$ cat config.mk
export PLATFORM = sky130hd
export DESIGN_NAME = xor_closest_shortlist_top
export DESIGN_NICKNAME = d
export VERILOG_FILES = /design/src/sv/xcs_pkg.sv /design/src/sv/xcs_ram.sv /design/src/sv/xcs_qmark.sv /design/src/sv/xor_closest_shortlist_top.sv
export SDC_FILE = /design/constraint.sdc
export NUM_CORES = 2
export LEC_CHECK = 0
export BUFFER_PORTS_ARGS = -buffer_cell sky130_fd_sc_hd__buf_2
export CORE_MARGIN = 10
export CORE_UTILIZATION = 43
export DETAILED_ROUTE_END_ITERATION = 16
export MAX_ROUTING_LAYER = met4
export PLACE_DENSITY_LB_ADDON = 0.05
export SKIP_LAST_GASP = 1
export SYNTH_ARGS = -nofsm -noshare
export SYNTH_HDL_FRONTEND = slang
export SYNTH_SLANG_ARGS = --single-unit
$ cat constraint.sdc
create_clock -name aclk -period 19.3 [get_ports aclk]
set_input_delay 0.965 -clock aclk [delete_from_list [all_inputs] [get_ports aclk]]
set_output_delay 0.965 -clock aclk [all_outputs]
set_load 0.01 [all_outputs]
$ cat src/sv/xcs_pkg.sv
// xcs_pkg: shared types and constants of the xor closest shortlist
// entry record, action codes, register indexes and field widths
// no dependencies
package xcs_pkg;

    localparam int DEF_LIST_SIZE = 16;

    localparam int ID_W        = 32;
    localparam int IP_W        = 32;
    localparam int PORT_W      = 16;
    localparam int ACTION_W    = 2;
    localparam int COUNT_OUT_W = 5;
    localparam int CFG_IDX_W   = 1;
    localparam int CFG_DATA_W  = 32;

    // action codes of an input item
    localparam logic [ACTION_W-1:0] ACT_INSERT = 2'd0;
    localparam logic [ACTION_W-1:0] ACT_TAKE   = 2'd1;
    localparam logic [ACTION_W-1:0] ACT_CLEAR  = 2'd2;

    // configuration register indexes
    localparam logic [CFG_IDX_W-1:0] CFG_TARGET  = 1'b0;
    localparam logic [CFG_IDX_W-1:0] CFG_CREATOR = 1'b1;

    // one contact as held in the entry memory
    typedef struct packed {
        logic [ID_W-1:0]   node;
        logic [IP_W-1:0]   address;
        logic [PORT_W-1:0] port;
        logic              queried;
    } entry_t;

    localparam int ENTRY_W = $bits(entry_t);

endpackage

$ cat src/sv/xcs_ram.sv
// xcs_ram: generic simple dual-port ram, one write and one registered read port
// no dependencies
module xcs_ram #(
    parameter int WIDTH = 8,
    parameter int DEPTH = 16,
    parameter int AW    = (DEPTH > 1) ? $clog2(DEPTH) : 1
) (
    input  logic             aclk,
    input  logic             wr_en,
    input  logic [AW-1:0]    wr_addr,
    input  logic [WIDTH-1:0] wr_data,
    input  logic             rd_en,
    input  logic [AW-1:0]    rd_addr,
    output logic [WIDTH-1:0] rd_data
);

    logic [WIDTH-1:0] mem [DEPTH];

    always_ff @(posedge aclk) begin
        if (wr_en) begin
            mem[wr_addr] <= wr_data;
        end
        if (rd_en) begin
            rd_data <= mem[rd_addr];
        end
    end

endmodule

$ cat src/sv/xcs_qmark.sv
// xcs_qmark: flop mirror of the queried marks, one per list position
// finds the nearest unqueried held entry and reports whether any remains
// no dependencies
module xcs_qmark #(
    parameter int LIST_SIZE = 16,
    parameter int IDX_W     = 4,
    parameter int CNT_W     = 5
) (
    input  logic             aclk,
    input  logic             aresetn,
    input  logic             clr_all,
    input  logic             wr_en,
    input  logic [IDX_W-1:0] wr_idx,
    input  logic             wr_val,
    input  logic [CNT_W-1:0] count,
    output logic             first_hit,
    output logic [IDX_W-1:0] first_idx,
    output logic             pending
);

    logic [LIST_SIZE-1:0] qmark_reg;
    logic [LIST_SIZE-1:0] qmark_next;
    logic [LIST_SIZE-1:0] live;

    always_comb begin
        qmark_next = qmark_reg;
        if (clr_all) begin
            qmark_next = '1;
        end else if (wr_en) begin
            qmark_next[wr_idx] = wr_val;
        end
    end

    always_ff @(posedge aclk) begin
        if (!aresetn) begin
            qmark_reg <= '1;
        end else begin
            qmark_reg <= qmark_next;
        end
    end

    // unqueried and below the held count
    always_comb begin
        first_idx = '0;
        for (int k = 0; k < LIST_SIZE; k++) begin
            live[k] = !qmark_reg[k] && (CNT_W'(k) < count);
        end
        for (int k = LIST_SIZE - 1; k >= 0; k--) begin
            if (live[k]) begin
                first_idx = IDX_W'(k);
            end
        end
        first_hit = |live;
        pending   = |live;
    end

endmodule

$ cat src/sv/xor_closest_shortlist_top.sv
// xor_closest_shortlist_top: shortlist of the closest contacts by xor distance
// depends on xcs_pkg, xcs_ram (entry memory) and xcs_qmark (queried marks)
//
// usage
//   input channel s_*: one item per handshake, s_action selects insert,
//   take-next or clear; s_node_id, s_address, s_port carry the candidate.
//   result channel m_*: exactly one item per input item, in order, with the
//   returned entry (found), the pending flag and the held count.
//   cfg_*: plain write port, index 0 target id, index 1 creator id; write
//   only while the block is idle.
// steps (one item at a time, one entry moved per cycle through the entry memory)
//   clear, unused action, take-next with nothing left: finish; other take: read, write back, finish
//   insert with room: walk the candidate down from the end unless the list is empty, place, finish
//   full list: scan every entry for the id, then finish if dropped, or walk and place if kept
//   first insert after a target write: adds a re-sort of the held entries,
//   a load, walk and place for each held entry past the first, before the insert itself
// reset clears the count, the marks and the control registers; the entry memory is
//   not cleared, only entries below the count are ever read
// a stalled result holds m_* and blocks only the finish step; an item can
//   be accepted and worked on while the previous result still waits
module xor_closest_shortlist_top
    import xcs_pkg::*;
#(
    parameter int LIST_SIZE = DEF_LIST_SIZE
) (
    input  logic                   aclk,
    input  logic                   aresetn,
    // configuration
    input  logic                   cfg_wr_en,
    input  logic [CFG_IDX_W-1:0]   cfg_index,
    input  logic [CFG_DATA_W-1:0]  cfg_wr_data,
    // input items
    input  logic                   s_valid,
    output logic                   s_ready,
    input  logic [ACTION_W-1:0]    s_action,
    input  logic [ID_W-1:0]        s_node_id,
    input  logic [IP_W-1:0]        s_address,
    input  logic [PORT_W-1:0]      s_port,
    // result items
    output logic                   m_valid,
    input  logic                   m_ready,
    output logic                   m_found,
    output logic [ID_W-1:0]        m_out_node_id,
    output logic [IP_W-1:0]        m_out_address,
    output logic [PORT_W-1:0]      m_out_port,
    output logic                   m_pending,
    output logic [COUNT_OUT_W-1:0] m_count
);

    localparam int IDX_W  = (LIST_SIZE > 1) ? $clog2(LIST_SIZE) : 1;
    localparam int CNT_W  = $clog2(LIST_SIZE + 1);
    localparam int PENULT = (LIST_SIZE > 1) ? LIST_SIZE - 2 : 0;

    // sequencer states
    localparam logic [2:0] ST_IDLE      = 3'd0;
    localparam logic [2:0] ST_SORT_LOAD = 3'd1;  // fetch next entry of a full re-sort
    localparam logic [2:0] ST_DECIDE    = 3'd2;  // append or start the full-list scan
    localparam logic [2:0] ST_SCAN      = 3'd3;  // duplicate scan of a full list
    localparam logic [2:0] ST_WALK      = 3'd4;  // shift farther entries up by one
    localparam logic [2:0] ST_PLACE     = 3'd5;  // write the held entry at its slot
    localparam logic [2:0] ST_TAKE_WB   = 3'd6;  // write back the taken entry as queried
    localparam logic [2:0] ST_FINISH    = 3'd7;  // load the result register

    logic [2:0] state_reg, state_next;

    // configuration and control state
    logic [ID_W-1:0]  target_reg, target_next;
    logic [ID_W-1:0]  creator_reg, creator_next;
    logic             dirty_reg, dirty_next;        // order may not match the target
    logic [CNT_W-1:0] count_reg, count_next;
    logic             sort_mode_reg, sort_mode_next;
    logic             present_reg, present_next;
    logic             found_reg, found_next;

    // working registers
    entry_t           cand_reg, cand_next;          // candidate of the insert
    entry_t           hold_reg, hold_next;          // entry being placed
    logic [IDX_W-1:0] i_reg, i_next;                // outer index of the re-sort
    logic [IDX_W-1:0] j_reg, j_next;                // target slot of the walk
    logic [IDX_W-1:0] scan_reg, scan_next;

    // result register
    logic              m_valid_reg, m_valid_next;
    logic              m_found_reg, m_found_next;
    logic [ID_W-1:0]   m_node_reg, m_node_next;
    logic [IP_W-1:0]   m_addr_reg, m_addr_next;
    logic [PORT_W-1:0] m_port_reg, m_port_next;
    logic              m_pending_reg, m_pending_next;
    logic [COUNT_OUT_W-1:0] m_count_reg, m_count_next;

    // entry memory ports
    logic             mem_wr_en;
    logic [IDX_W-1:0] mem_wr_addr;
    entry_t           mem_wr_data;
    logic             mem_rd_en;
    logic [IDX_W-1:0] mem_rd_addr;
    entry_t           mem_rd_data;

    // queried marks
    logic             qm_clr;
    logic             qm_hit;
    logic [IDX_W-1:0] qm_idx;
    logic             qm_pending;

    logic             place_done;
    logic [ID_W-1:0]  dist_rd, dist_hold, dist_cand;

    xcs_ram #(
        .WIDTH (ENTRY_W),
        .DEPTH (LIST_SIZE),
        .AW    (IDX_W)
    ) u_entry_ram (
        .aclk    (aclk),
        .wr_en   (mem_wr_en),
        .wr_addr (mem_wr_addr),
        .wr_data (mem_wr_data),
        .rd_en   (mem_rd_en),
        .rd_addr (mem_rd_addr),
        .rd_data (mem_rd_data)
    );

    // every memory write is mirrored into the mark flops
    xcs_qmark #(
        .LIST_SIZE (LIST_SIZE),
        .IDX_W     (IDX_W),
        .CNT_W     (CNT_W)
    ) u_qmark (
        .aclk      (aclk),
        .aresetn   (aresetn),
        .clr_all   (qm_clr),
        .wr_en     (mem_wr_en),
        .wr_idx    (mem_wr_addr),
        .wr_val    (mem_wr_data.queried),
        .count     (count_reg),
        .first_hit (qm_hit),
        .first_idx (qm_idx),
        .pending   (qm_pending)
    );

    assign s_ready = (state_reg == ST_IDLE);

    assign dist_rd   = mem_rd_data.node ^ target_reg;
    assign dist_hold = hold_reg.node ^ target_reg;
    assign dist_cand = cand_reg.node ^ target_reg;

    always_comb begin
        state_next     = state_reg;
        target_next    = target_reg;
        creator_next   = creator_reg;
        dirty_next     = dirty_reg;
        count_next     = count_reg;
        sort_mode_next = sort_mode_reg;
        present_next   = present_reg;
        found_next     = found_reg;
        cand_next      = cand_reg;
        hold_next      = hold_reg;
        i_next         = i_reg;
        j_next         = j_reg;
        scan_next      = scan_reg;

        m_valid_next   = m_valid_reg && !m_ready;
        m_found_next   = m_found_reg;
        m_node_next    = m_node_reg;
        m_addr_next    = m_addr_reg;
        m_port_next    = m_port_reg;
        m_pending_next = m_pending_reg;
        m_count_next   = m_count_reg;

        mem_wr_en   = 1'b0;
        mem_wr_addr = j_reg;
        mem_wr_data = hold_reg;
        mem_rd_en   = 1'b0;
        mem_rd_addr = '0;
        qm_clr      = 1'b0;
        place_done  = 1'b0;

        // the user must write configuration only while idle; the block does not enforce it
        if (cfg_wr_en) begin
            case (cfg_index)
                CFG_TARGET: begin
                    target_next = cfg_wr_data;
                    dirty_next  = 1'b1;
                end
                CFG_CREATOR: begin
                    creator_next = cfg_wr_data;
                end
                default: begin
                end
            endcase
        end

        case (state_reg)
            ST_IDLE: begin
                if (s_valid) begin
                    found_next = 1'b0;
                    case (s_action)
                        ACT_INSERT: begin
                            cand_next.node    = s_node_id;
                            cand_next.address = s_address;
                            cand_next.port    = s_port;
                            cand_next.queried = (s_node_id == creator_reg);
                            if (dirty_reg && (count_reg > CNT_W'(1))) begin
                                // target changed: stable re-sort of the held entries first
                                sort_mode_next = 1'b1;
                                i_next         = IDX_W'(1);
                                mem_rd_en      = 1'b1;
                                mem_rd_addr    = IDX_W'(1);
                                state_next     = ST_SORT_LOAD;
                            end else begin
                                state_next = ST_DECIDE;
                            end
                        end
                        ACT_TAKE: begin
                            if (qm_hit) begin
                                mem_rd_en   = 1'b1;
                                mem_rd_addr = qm_idx;
                                j_next      = qm_idx;
                                found_next  = 1'b1;
                                state_next  = ST_TAKE_WB;
                            end else begin
                                state_next = ST_FINISH;
                            end
                        end
                        ACT_CLEAR: begin
                            count_next = '0;
                            qm_clr     = 1'b1;
                            dirty_next = 1'b0;
                            state_next = ST_FINISH;
                        end
                        default: begin
                            state_next = ST_FINISH;
                        end
                    endcase
                end
            end

            ST_SORT_LOAD: begin
                hold_next   = mem_rd_data;
                j_next      = i_reg;
                mem_rd_en   = 1'b1;
                mem_rd_addr = i_reg - IDX_W'(1);
                state_next  = ST_WALK;
            end

            ST_DECIDE: begin
                sort_mode_next = 1'b0;
                dirty_next     = 1'b0;
                hold_next      = cand_reg;
                if (count_reg < CNT_W'(LIST_SIZE)) begin
                    // room left: candidate enters at the end and walks down
                    count_next = count_reg + CNT_W'(1);
                    j_next     = IDX_W'(count_reg);
                    if (count_reg == '0) begin
                        state_next = ST_PLACE;
                    end else begin
                        mem_rd_en   = 1'b1;
                        mem_rd_addr = IDX_W'(count_reg - CNT_W'(1));
                        state_next  = ST_WALK;
                    end
                end else begin
                    mem_rd_en    = 1'b1;
                    mem_rd_addr  = '0;
                    scan_next    = '0;
                    present_next = 1'b0;
                    state_next   = ST_SCAN;
                end
            end

            ST_SCAN: begin
                if (scan_reg == IDX_W'(LIST_SIZE - 1)) begin
                    // read data is the farthest entry
                    if (!present_reg && (dist_cand < dist_rd)) begin
                        j_next = IDX_W'(LIST_SIZE - 1);
                        if (LIST_SIZE == 1) begin
                            state_next = ST_PLACE;
                        end else begin
                            mem_rd_en   = 1'b1;
                            mem_rd_addr = IDX_W'(PENULT);
                            state_next  = ST_WALK;
                        end
                    end else begin
                        state_next = ST_FINISH;
                    end
                end else begin
                    present_next = present_reg || (mem_rd_data.node == cand_reg.node);
                    scan_next    = scan_reg + IDX_W'(1);
                    mem_rd_en    = 1'b1;
                    mem_rd_addr  = scan_reg + IDX_W'(1);
                end
            end

            ST_WALK: begin
                // read data is the entry just below slot j
                mem_wr_en = 1'b1;
                if (dist_rd > dist_hold) begin
                    mem_wr_data = mem_rd_data;
                    if (j_reg == IDX_W'(1)) begin
                        j_next     = '0;
                        state_next = ST_PLACE;
                    end else begin
                        j_next      = j_reg - IDX_W'(1);
                        mem_rd_en   = 1'b1;
                        mem_rd_addr = j_reg - IDX_W'(2);
                    end
                end else begin
                    place_done = 1'b1;
                end
            end

            ST_PLACE: begin
                mem_wr_en  = 1'b1;
                place_done = 1'b1;
            end

            ST_TAKE_WB: begin
                mem_wr_en           = 1'b1;
                mem_wr_data         = mem_rd_data;
                mem_wr_data.queried = 1'b1;
                state_next          = ST_FINISH;
            end

            ST_FINISH: begin
                if (!m_valid_reg || m_ready) begin
                    m_valid_next   = 1'b1;
                    m_found_next   = found_reg;
                    m_node_next    = found_reg ? mem_rd_data.node : '0;
                    m_addr_next    = found_reg ? mem_rd_data.address : '0;
                    m_port_next    = found_reg ? mem_rd_data.port : '0;
                    m_pending_next = qm_pending;
                    m_count_next   = COUNT_OUT_W'(count_reg);
                    state_next     = ST_IDLE;
                end
            end

            default: begin
                state_next = ST_IDLE;
            end
        endcase

        // held entry written: next outer step of a re-sort, or done
        if (place_done) begin
            if (sort_mode_reg) begin
                if ((CNT_W'(i_reg) + CNT_W'(1)) == count_reg) begin
                    state_next = ST_DECIDE;
                end else begin
                    i_next      = i_reg + IDX_W'(1);
                    mem_rd_en   = 1'b1;
                    mem_rd_addr = i_reg + IDX_W'(1);
                    state_next  = ST_SORT_LOAD;
                end
            end else begin
                state_next = ST_FINISH;
            end
        end
    end

    always_ff @(posedge aclk) begin
        if (!aresetn) begin
            state_reg     <= ST_IDLE;
            target_reg    <= '0;
            creator_reg   <= '0;
            dirty_reg     <= 1'b0;
            count_reg     <= '0;
            sort_mode_reg <= 1'b0;
            present_reg   <= 1'b0;
            found_reg     <= 1'b0;
            m_valid_reg   <= 1'b0;
        end else begin
            state_reg     <= state_next;
            target_reg    <= target_next;
            creator_reg   <= creator_next;
            dirty_reg     <= dirty_next;
            count_reg     <= count_next;
            sort_mode_reg <= sort_mode_next;
            present_reg   <= present_next;
            found_reg     <= found_next;
            m_valid_reg   <= m_valid_next;
        end
    end

    // payload registers, no reset
    always_ff @(posedge aclk) begin
        cand_reg      <= cand_next;
        hold_reg      <= hold_next;
        i_reg         <= i_next;
        j_reg         <= j_next;
        scan_reg      <= scan_next;
        m_found_reg   <= m_found_next;
        m_node_reg    <= m_node_next;
        m_addr_reg    <= m_addr_next;
        m_port_reg    <= m_port_next;
        m_pending_reg <= m_pending_next;
        m_count_reg   <= m_count_next;
    end

    assign m_valid       = m_valid_reg;
    assign m_found       = m_found_reg;
    assign m_out_node_id = m_node_reg;
    assign m_out_address = m_addr_reg;
    assign m_out_port    = m_port_reg;
    assign m_pending     = m_pending_reg;
    assign m_count       = m_count_reg;

    // the walk never targets slot zero, it places there instead
    a_walk_slot: assert property (@(posedge aclk) disable iff (!aresetn)
        state_reg == ST_WALK |-> j_reg != '0)
        else $error("walk reached slot zero");

    // a taken entry must come from a non-empty list
    a_take_held: assert property (@(posedge aclk) disable iff (!aresetn)
        state_reg == ST_TAKE_WB |-> count_reg != '0)
        else $error("take with empty list");

    // a full re-sort only runs after a target change
    a_sort_dirty: assert property (@(posedge aclk) disable iff (!aresetn)
        state_reg == ST_SORT_LOAD |-> dirty_reg)
        else $error("re-sort without target change");

    // inside an insert the count never drops
    a_count_mono: assert property (@(posedge aclk) disable iff (!aresetn)
        (state_reg != ST_IDLE && state_reg != ST_FINISH) |=>
            count_reg >= $past(count_reg))
        else $error("count dropped during insert");

endmodule

# Yosys cells after proc, flatten, opt, wreduce, memory -nomap -nowiden
# Memory sizes are Yosys's and may differ from the RTL's. A register that Yosys moved wholly into a read port is not among the register bits.
# Cells that the tools add are included.
# word_totals
regBits	354
ram_bits	1296
in_bits	120
output_inout_bits	89
word_cells	267
memories	1
# op_classes
addsub	8
magnitude_cmp	22
eq_ne	31
muxes	111
bitwise_logic	5
n_reduce_logical	62
# memory_table
name	words	width	rd	rd_ports_with_merged_regs	write_ports	line	source
u_entry_ram.mem	16	81	1	1	1	xcs_ram.sv:17	logic [WIDTH-1:0] mem [DEPTH];
# ops
cell	n
81-bit one-hot mux with 2 select lines	2
4-bit two-way mux	44
32-bit bitwise XOR	3
81-bit two-way mux	1
32-bit == test	2
4-bit by 5-bit less-than comparator with 1-bit output, first input constant	8
4-bit one-hot mux with 5 select lines	2
1-bit two-way mux	35
32-bit > comparator	1
32-bit less-than comparator	1
3-bit two-way mux	8
3-bit one-hot mux with 7 select lines	1
1-bit logical AND	20
3-bit by 5-bit less-than comparator with 1-bit output, first input constant	4
1-bit zero test	19
16-bit bitwise mux	1
4-bit one-hot mux with 2 select lines	2
16-bit OR reduction	1
5-bit two-way mux	3
2-bit != test, second input constant	7
3-bit == test, second input constant	4
3-bit != test, second input constant	4
4-bit by 1-bit subtractor with 4-bit output, second input constant	3
1-bit by 5-bit less-than comparator with 1-bit output, first input constant	2
other kinds (39)	61

# Depth between registers and ports, before layout
# logic_depth
ltp_word	25
ltp_mapped	16
ltp_nobuf	12

# Hierarchy
# A second synthesis with hierarchy kept.
# unflattened
hier_cells	3911
area_unflattened_um2	69610.5
# by_module_without_submodules
mod	instances	cells_per_inst	area_each_um2	seq_area_each_um2
xcs_ram	1	2078	50863.8	41349.7
xor_closest_shortlist_top	1	1688	17603.1	9339.0
xcs_qmark	1	145	1143.6	320.3

# Least setup slack after synthesis
# Ideal clock, no wire load.
# synth_timing
kind	reg2reg
from	register state_reg[0]
to	register cand_reg[0] (netlist bit), enable pin
setup_time_ns	0.621
arrival_ns	6.701
t_required_ns	18.679
path_slack_ns	11.978
path_stages_with_launch	5
path_buffers	1
synth_period_minus_slack_ns	7.322
path_cell_list	dfxtp_1 -> clkbuf_1 -> nor3_1 -> nand2_1 -> nor3_1
# synth_between
elab_chain_len	2
# synth_rtl
item	line	source
start, declared	xor_closest_shortlist_top.sv:64	logic [2:0] state_reg, state_next;
start signal, assigned	xor_closest_shortlist_top.sv:369	state_reg <= state_next;
3-bit zero test	n/a	
named net s_ready	xor_closest_shortlist_top.sv:34	output logic s_ready,
3-bit AND reduction (no source line)	n/a	
end signal, assigned	xor_closest_shortlist_top.sv:383	cand_reg <= cand_next;
end, declared	xor_closest_shortlist_top.sv:76	entry_t cand_reg, cand_next;
# The timed path passes the listed nets, and every way through them passes these cells.
# A chain may end at the register's enable or synchronous reset.

# Worst setup path after layout
# layout_timing
from	register u_entry_ram.rd_data[61] (read register of u_entry_ram.mem)
to	register u_entry_ram.rd_data[23] (read register of u_entry_ram.mem), data pin
# layout_between
elab_chain_len	9
word_cells_on_any_way	20
cone_classes	2 x order compare; 16 x mux; 1 x bitwise; 1 x reduce/logical
# layout_rtl
item	line	source
start, declared	xcs_ram.sv:14	output logic [WIDTH-1:0] rd_data
32-bit bitwise XOR (*)	xor_closest_shortlist_top.sv:142	assign dist_rd = mem_rd_data.node ^ target_reg;
32-bit less-than comparator	xor_closest_shortlist_top.sv:272	if (!present_reg && (dist_cand < dist_rd)) begin
1-bit logical AND	xor_closest_shortlist_top.sv:272	
4-bit two-way mux / 1-bit two-way mux (equally long branches)	xor_closest_shortlist_top.sv:272	
4-bit two-way mux / 1-bit two-way mux (equally long branches)	xor_closest_shortlist_top.sv:270	if (scan_reg == IDX_W'(LIST_SIZE - 1)) begin
4-bit one-hot mux with 5 select lines / 1-bit one-hot mux with 5 select lines (equally long branches)	xor_closest_shortlist_top.sv:192	case (state_reg)
4-bit two-way mux / 1-bit two-way mux (equally long branches)	xor_closest_shortlist_top.sv:343	if ((CNT_W'(i_reg) + CNT_W'(1)) == count_reg) begin
4-bit two-way mux / 1-bit two-way mux (equally long branches)	xor_closest_shortlist_top.sv:342	if (sort_mode_reg) begin
4-bit two-way mux / 1-bit two-way mux (equally long branches)	xor_closest_shortlist_top.sv:341	if (place_done) begin
# Every way passes the cells marked *; elsewhere a longest branch is shown, timed or not.

==> out/metrics.yaml <==
status: "complete, no violations"
synth_edf_count: 1634
largest_reg_flops: 1296
post_dp_cell_area_um2: 73000
cts.hold.buffers_added: 0
finalCritPeriodShare: 0.378
crit_slowest_cell: "buf_4"
grt_max_degree: 129
remaining_drc_errors: 0
grt_usage: 0.216
tightest_slew_ps: 1190
startpoint_type: "flop"
area_growth_pct: 13.1
rsz0062_at_grt: "false"
viasPerCell: 5.59
syn-instance-count: 4422
critPathBufInv: 3
core_area_um2: 161000
rows: 147
ys.flop_type: "edfxtp_1"
yosysWarningCount: 0
vias: 38900
p_leak_nw: 25.8
finalNetCount: 4778
synthArstFlopShare: 0
drive_above_1_share: 0.137
arrival_ps: 7820
syn_area_um2: 69700
drt-pass1-iter-count: 5
cts_tree: "done"
drt-wirelength-per-cell_um: 27.7
critPathKind: "reg -> reg"
grt_overflow: 0
routabilityCongestion: 0.819
cts_made_buffers: 186
antenna_found_initial: 4
seqCellArea_um2: 51000
die_w_um: 423
wirelength_um: 193000
cts_htree_levels: 4
critPathRequiredTime_ps: 19830
path_common_cell: "buf_4"
start_util: 0.433
fmax_mhz: 137
utilization: 0.490
multi_input_area_um2: 17500
final_common_cell: "edfxtp_1"
grt_pass1_vias: 38600
synth_cell_types: 85
path_clk_slew_ps: 60
critical_path.max_fanout: 54
crit_chain: "xor2_2 -> nor4_4 -> nand4_1 -> o41a_1 -> and2_4 -> a22oi_2 -> nand3b_2 -> o221ai_4 -> buf_4 -> buf_4 -> buf_4 -> mux2i_1 -> o22ai_1 -> or4_1"
maxSlewHeadroom: 0.204
setup_violations: 0
cts_resized: 0
post-cts-setup-buffer-count: 0
endpoint_kind: "flop"
ys_seq_elements: 1731
timing.setup.tns_ps: 0
hold_class: "in -> reg"
slowest_delay_ps: 880
ys_seq_area_frac: 0.732
clock_skew_ps: 19.2
avgSynthCellArea_um2: 15.8
cts.sinks: 1731
chipHeight_um: 423
period_minus_slack_ps: 7290
dpl.hpwl_um: 101000
most-common-layout-cells: "1634 x edfxtp_1, 652 x mux2i_1, 447 x nand2_1"
synth_nets: 4554
portBuffers: 208
cpLargestDelayFamily: "buffers and inverters"
regMostFlops: "u_entry_ram.mem"
cts-root-buf: "clkbuf_16"
cap_violations: 0
die_area_um2: 179000
slew_violations: 0
clockBufferDepth: 3
design_area_um2: 78800
nFillCells: 13700
ir_worst_vdd_mv: 0.142
drtAntennaViolNets: 0
hold_viol: 0
clock_latency_ps: 800
drt_iter0_drc: 3139
io_pins: 209
power_density_nw_per_um2: 166
grt_pass1_wl_um: 278000
==> cell usage after synthesis, types with 6 or more instances <==
| cell | number | area [µm²] |
|---|---|---|
| xnor2_1 | 36 | 315 |
| nor3_1 | 26 | 130 |
| clkbuf_1 | 77 | 289 |
| buf_6 | 16 | 180 |
| nand3_1 | 28 | 140 |
| a21oi_1 | 117 | 586 |
| a211oi_1 | 6 | 45.0 |
| and2_1 | 86 | 538 |
| or4_1 | 81 | 608 |
| xor2_1 | 59 | 517 |
| nor2b_1 | 44 | 275 |
| o21ai_0 | 51 | 255 |
| o22ai_1 | 335 | 2100 |
| inv_1 | 34 | 128 |
| mux2_2 | 78 | 878 |
| nand2b_1 | 52 | 325 |
| nand3b_1 | 16 | 120 |
| and3_1 | 11 | 68.8 |
| nand2_1 | 448 | 1680 |
| or3_1 | 8 | 50.1 |
| o211ai_1 | 28 | 210 |
| mux2i_1 | 652 | 6530 |
| buf_1 | 9 | 33.8 |
| nand4_1 | 14 | 87.6 |
| ha_1 | 12 | 150 |
| dfxtp_1 | 97 | 1940 |
| nor2_1 | 62 | 233 |
| nor3b_1 | 22 | 165 |
| a31oi_1 | 6 | 37.5 |
| and3b_1 | 16 | 140 |
| edfxtp_1 | 1634 | 49100 |
| buf_2 | 130 | 651 |
| nor4_1 | 19 | 119 |
==> power by group <==
part,internal (mW),total [mW],switching (mW)
Combinational,1.17,3.84,2.68
Sequential,5.46,5.77,0.303
Clock,2.00,3.45,1.45
Total,8.63,13.1,4.43
==> final timing paths <==
kind / start / to / slack [ps] / cells past startpoint
worst max register to register: u_entry_ram.rd_data[61]$_DFFE_PP_ / u_entry_ram.rd_data[23]$_DFFE_PP_ / 12010 / 14
worst max-delay path: u_entry_ram.rd_data[61]$_DFFE_PP_ / u_entry_ram.rd_data[23]$_DFFE_PP_ / 12010 / 14
worst min register to register: creator_reg[27]$_SDFFE_PN0P_ / creator_reg[27]$_SDFFE_PN0P_ / 460 / 2
worst min-delay path: s_port[4] / cand_reg[5]$_DFFE_PP_ / 330 / 1
==> per-layer routing <==
metal  routed length [µm]  global-route usage
met1                89500               0.298
met3                 8370              0.0294
met5                    0                   -
met2                91700               0.342
met4                 3220              0.0457
==> stage by stage <==
| stage | std cells | power, mW | setup slack (ps) | hold WS [ps] |
|---|---|---|---|---|
| after floorplan | 4422 | 8.24 | 11980 | 403 |
| after global placement | 6618 | 9.68 | 12000 | 453 |
| after detailed placement | 6618 | 9.71 | 11960 | 458 |
| after CTS | 6963 | 13.2 | 11960 | 270 |
| after global routing | 6963 | 13.6 | 11580 | 291 |
| final | 6964 | 13.1 | 12010 | 334 |
==> layout make-up <==
type                            count  share of cell area
Inverter                           36             0.00267
Clock buffer                      245              0.0642
Antenna cell                        1           0.0000317
Multi-Input combinational cell   2421               0.222
Tap cell                         2160              0.0343
Clock inverter                    100              0.0101
Sequential cell                  1731               0.647
Timing Repair Buffer              270              0.0196
==> kinds of logic (layout without fill, tap and decap cells) <==
logic type / count (synthesis) / after routing / share of synthesized area
xor+xnor: 96 / 96 / 0.0122
flops: 1731 / 1731 / 0.732
fa+ha+maj: 12 / 12 / 0.00215
compound gates: 620 / 620 / 0.0569
simple gates: 963 / 963 / 0.0721
buf+inv: 270 / 651 / 0.0187
other cells: 0 / 1 / 0
mux: 730 / 730 / 0.106
(Power assumes the default switching activity.)
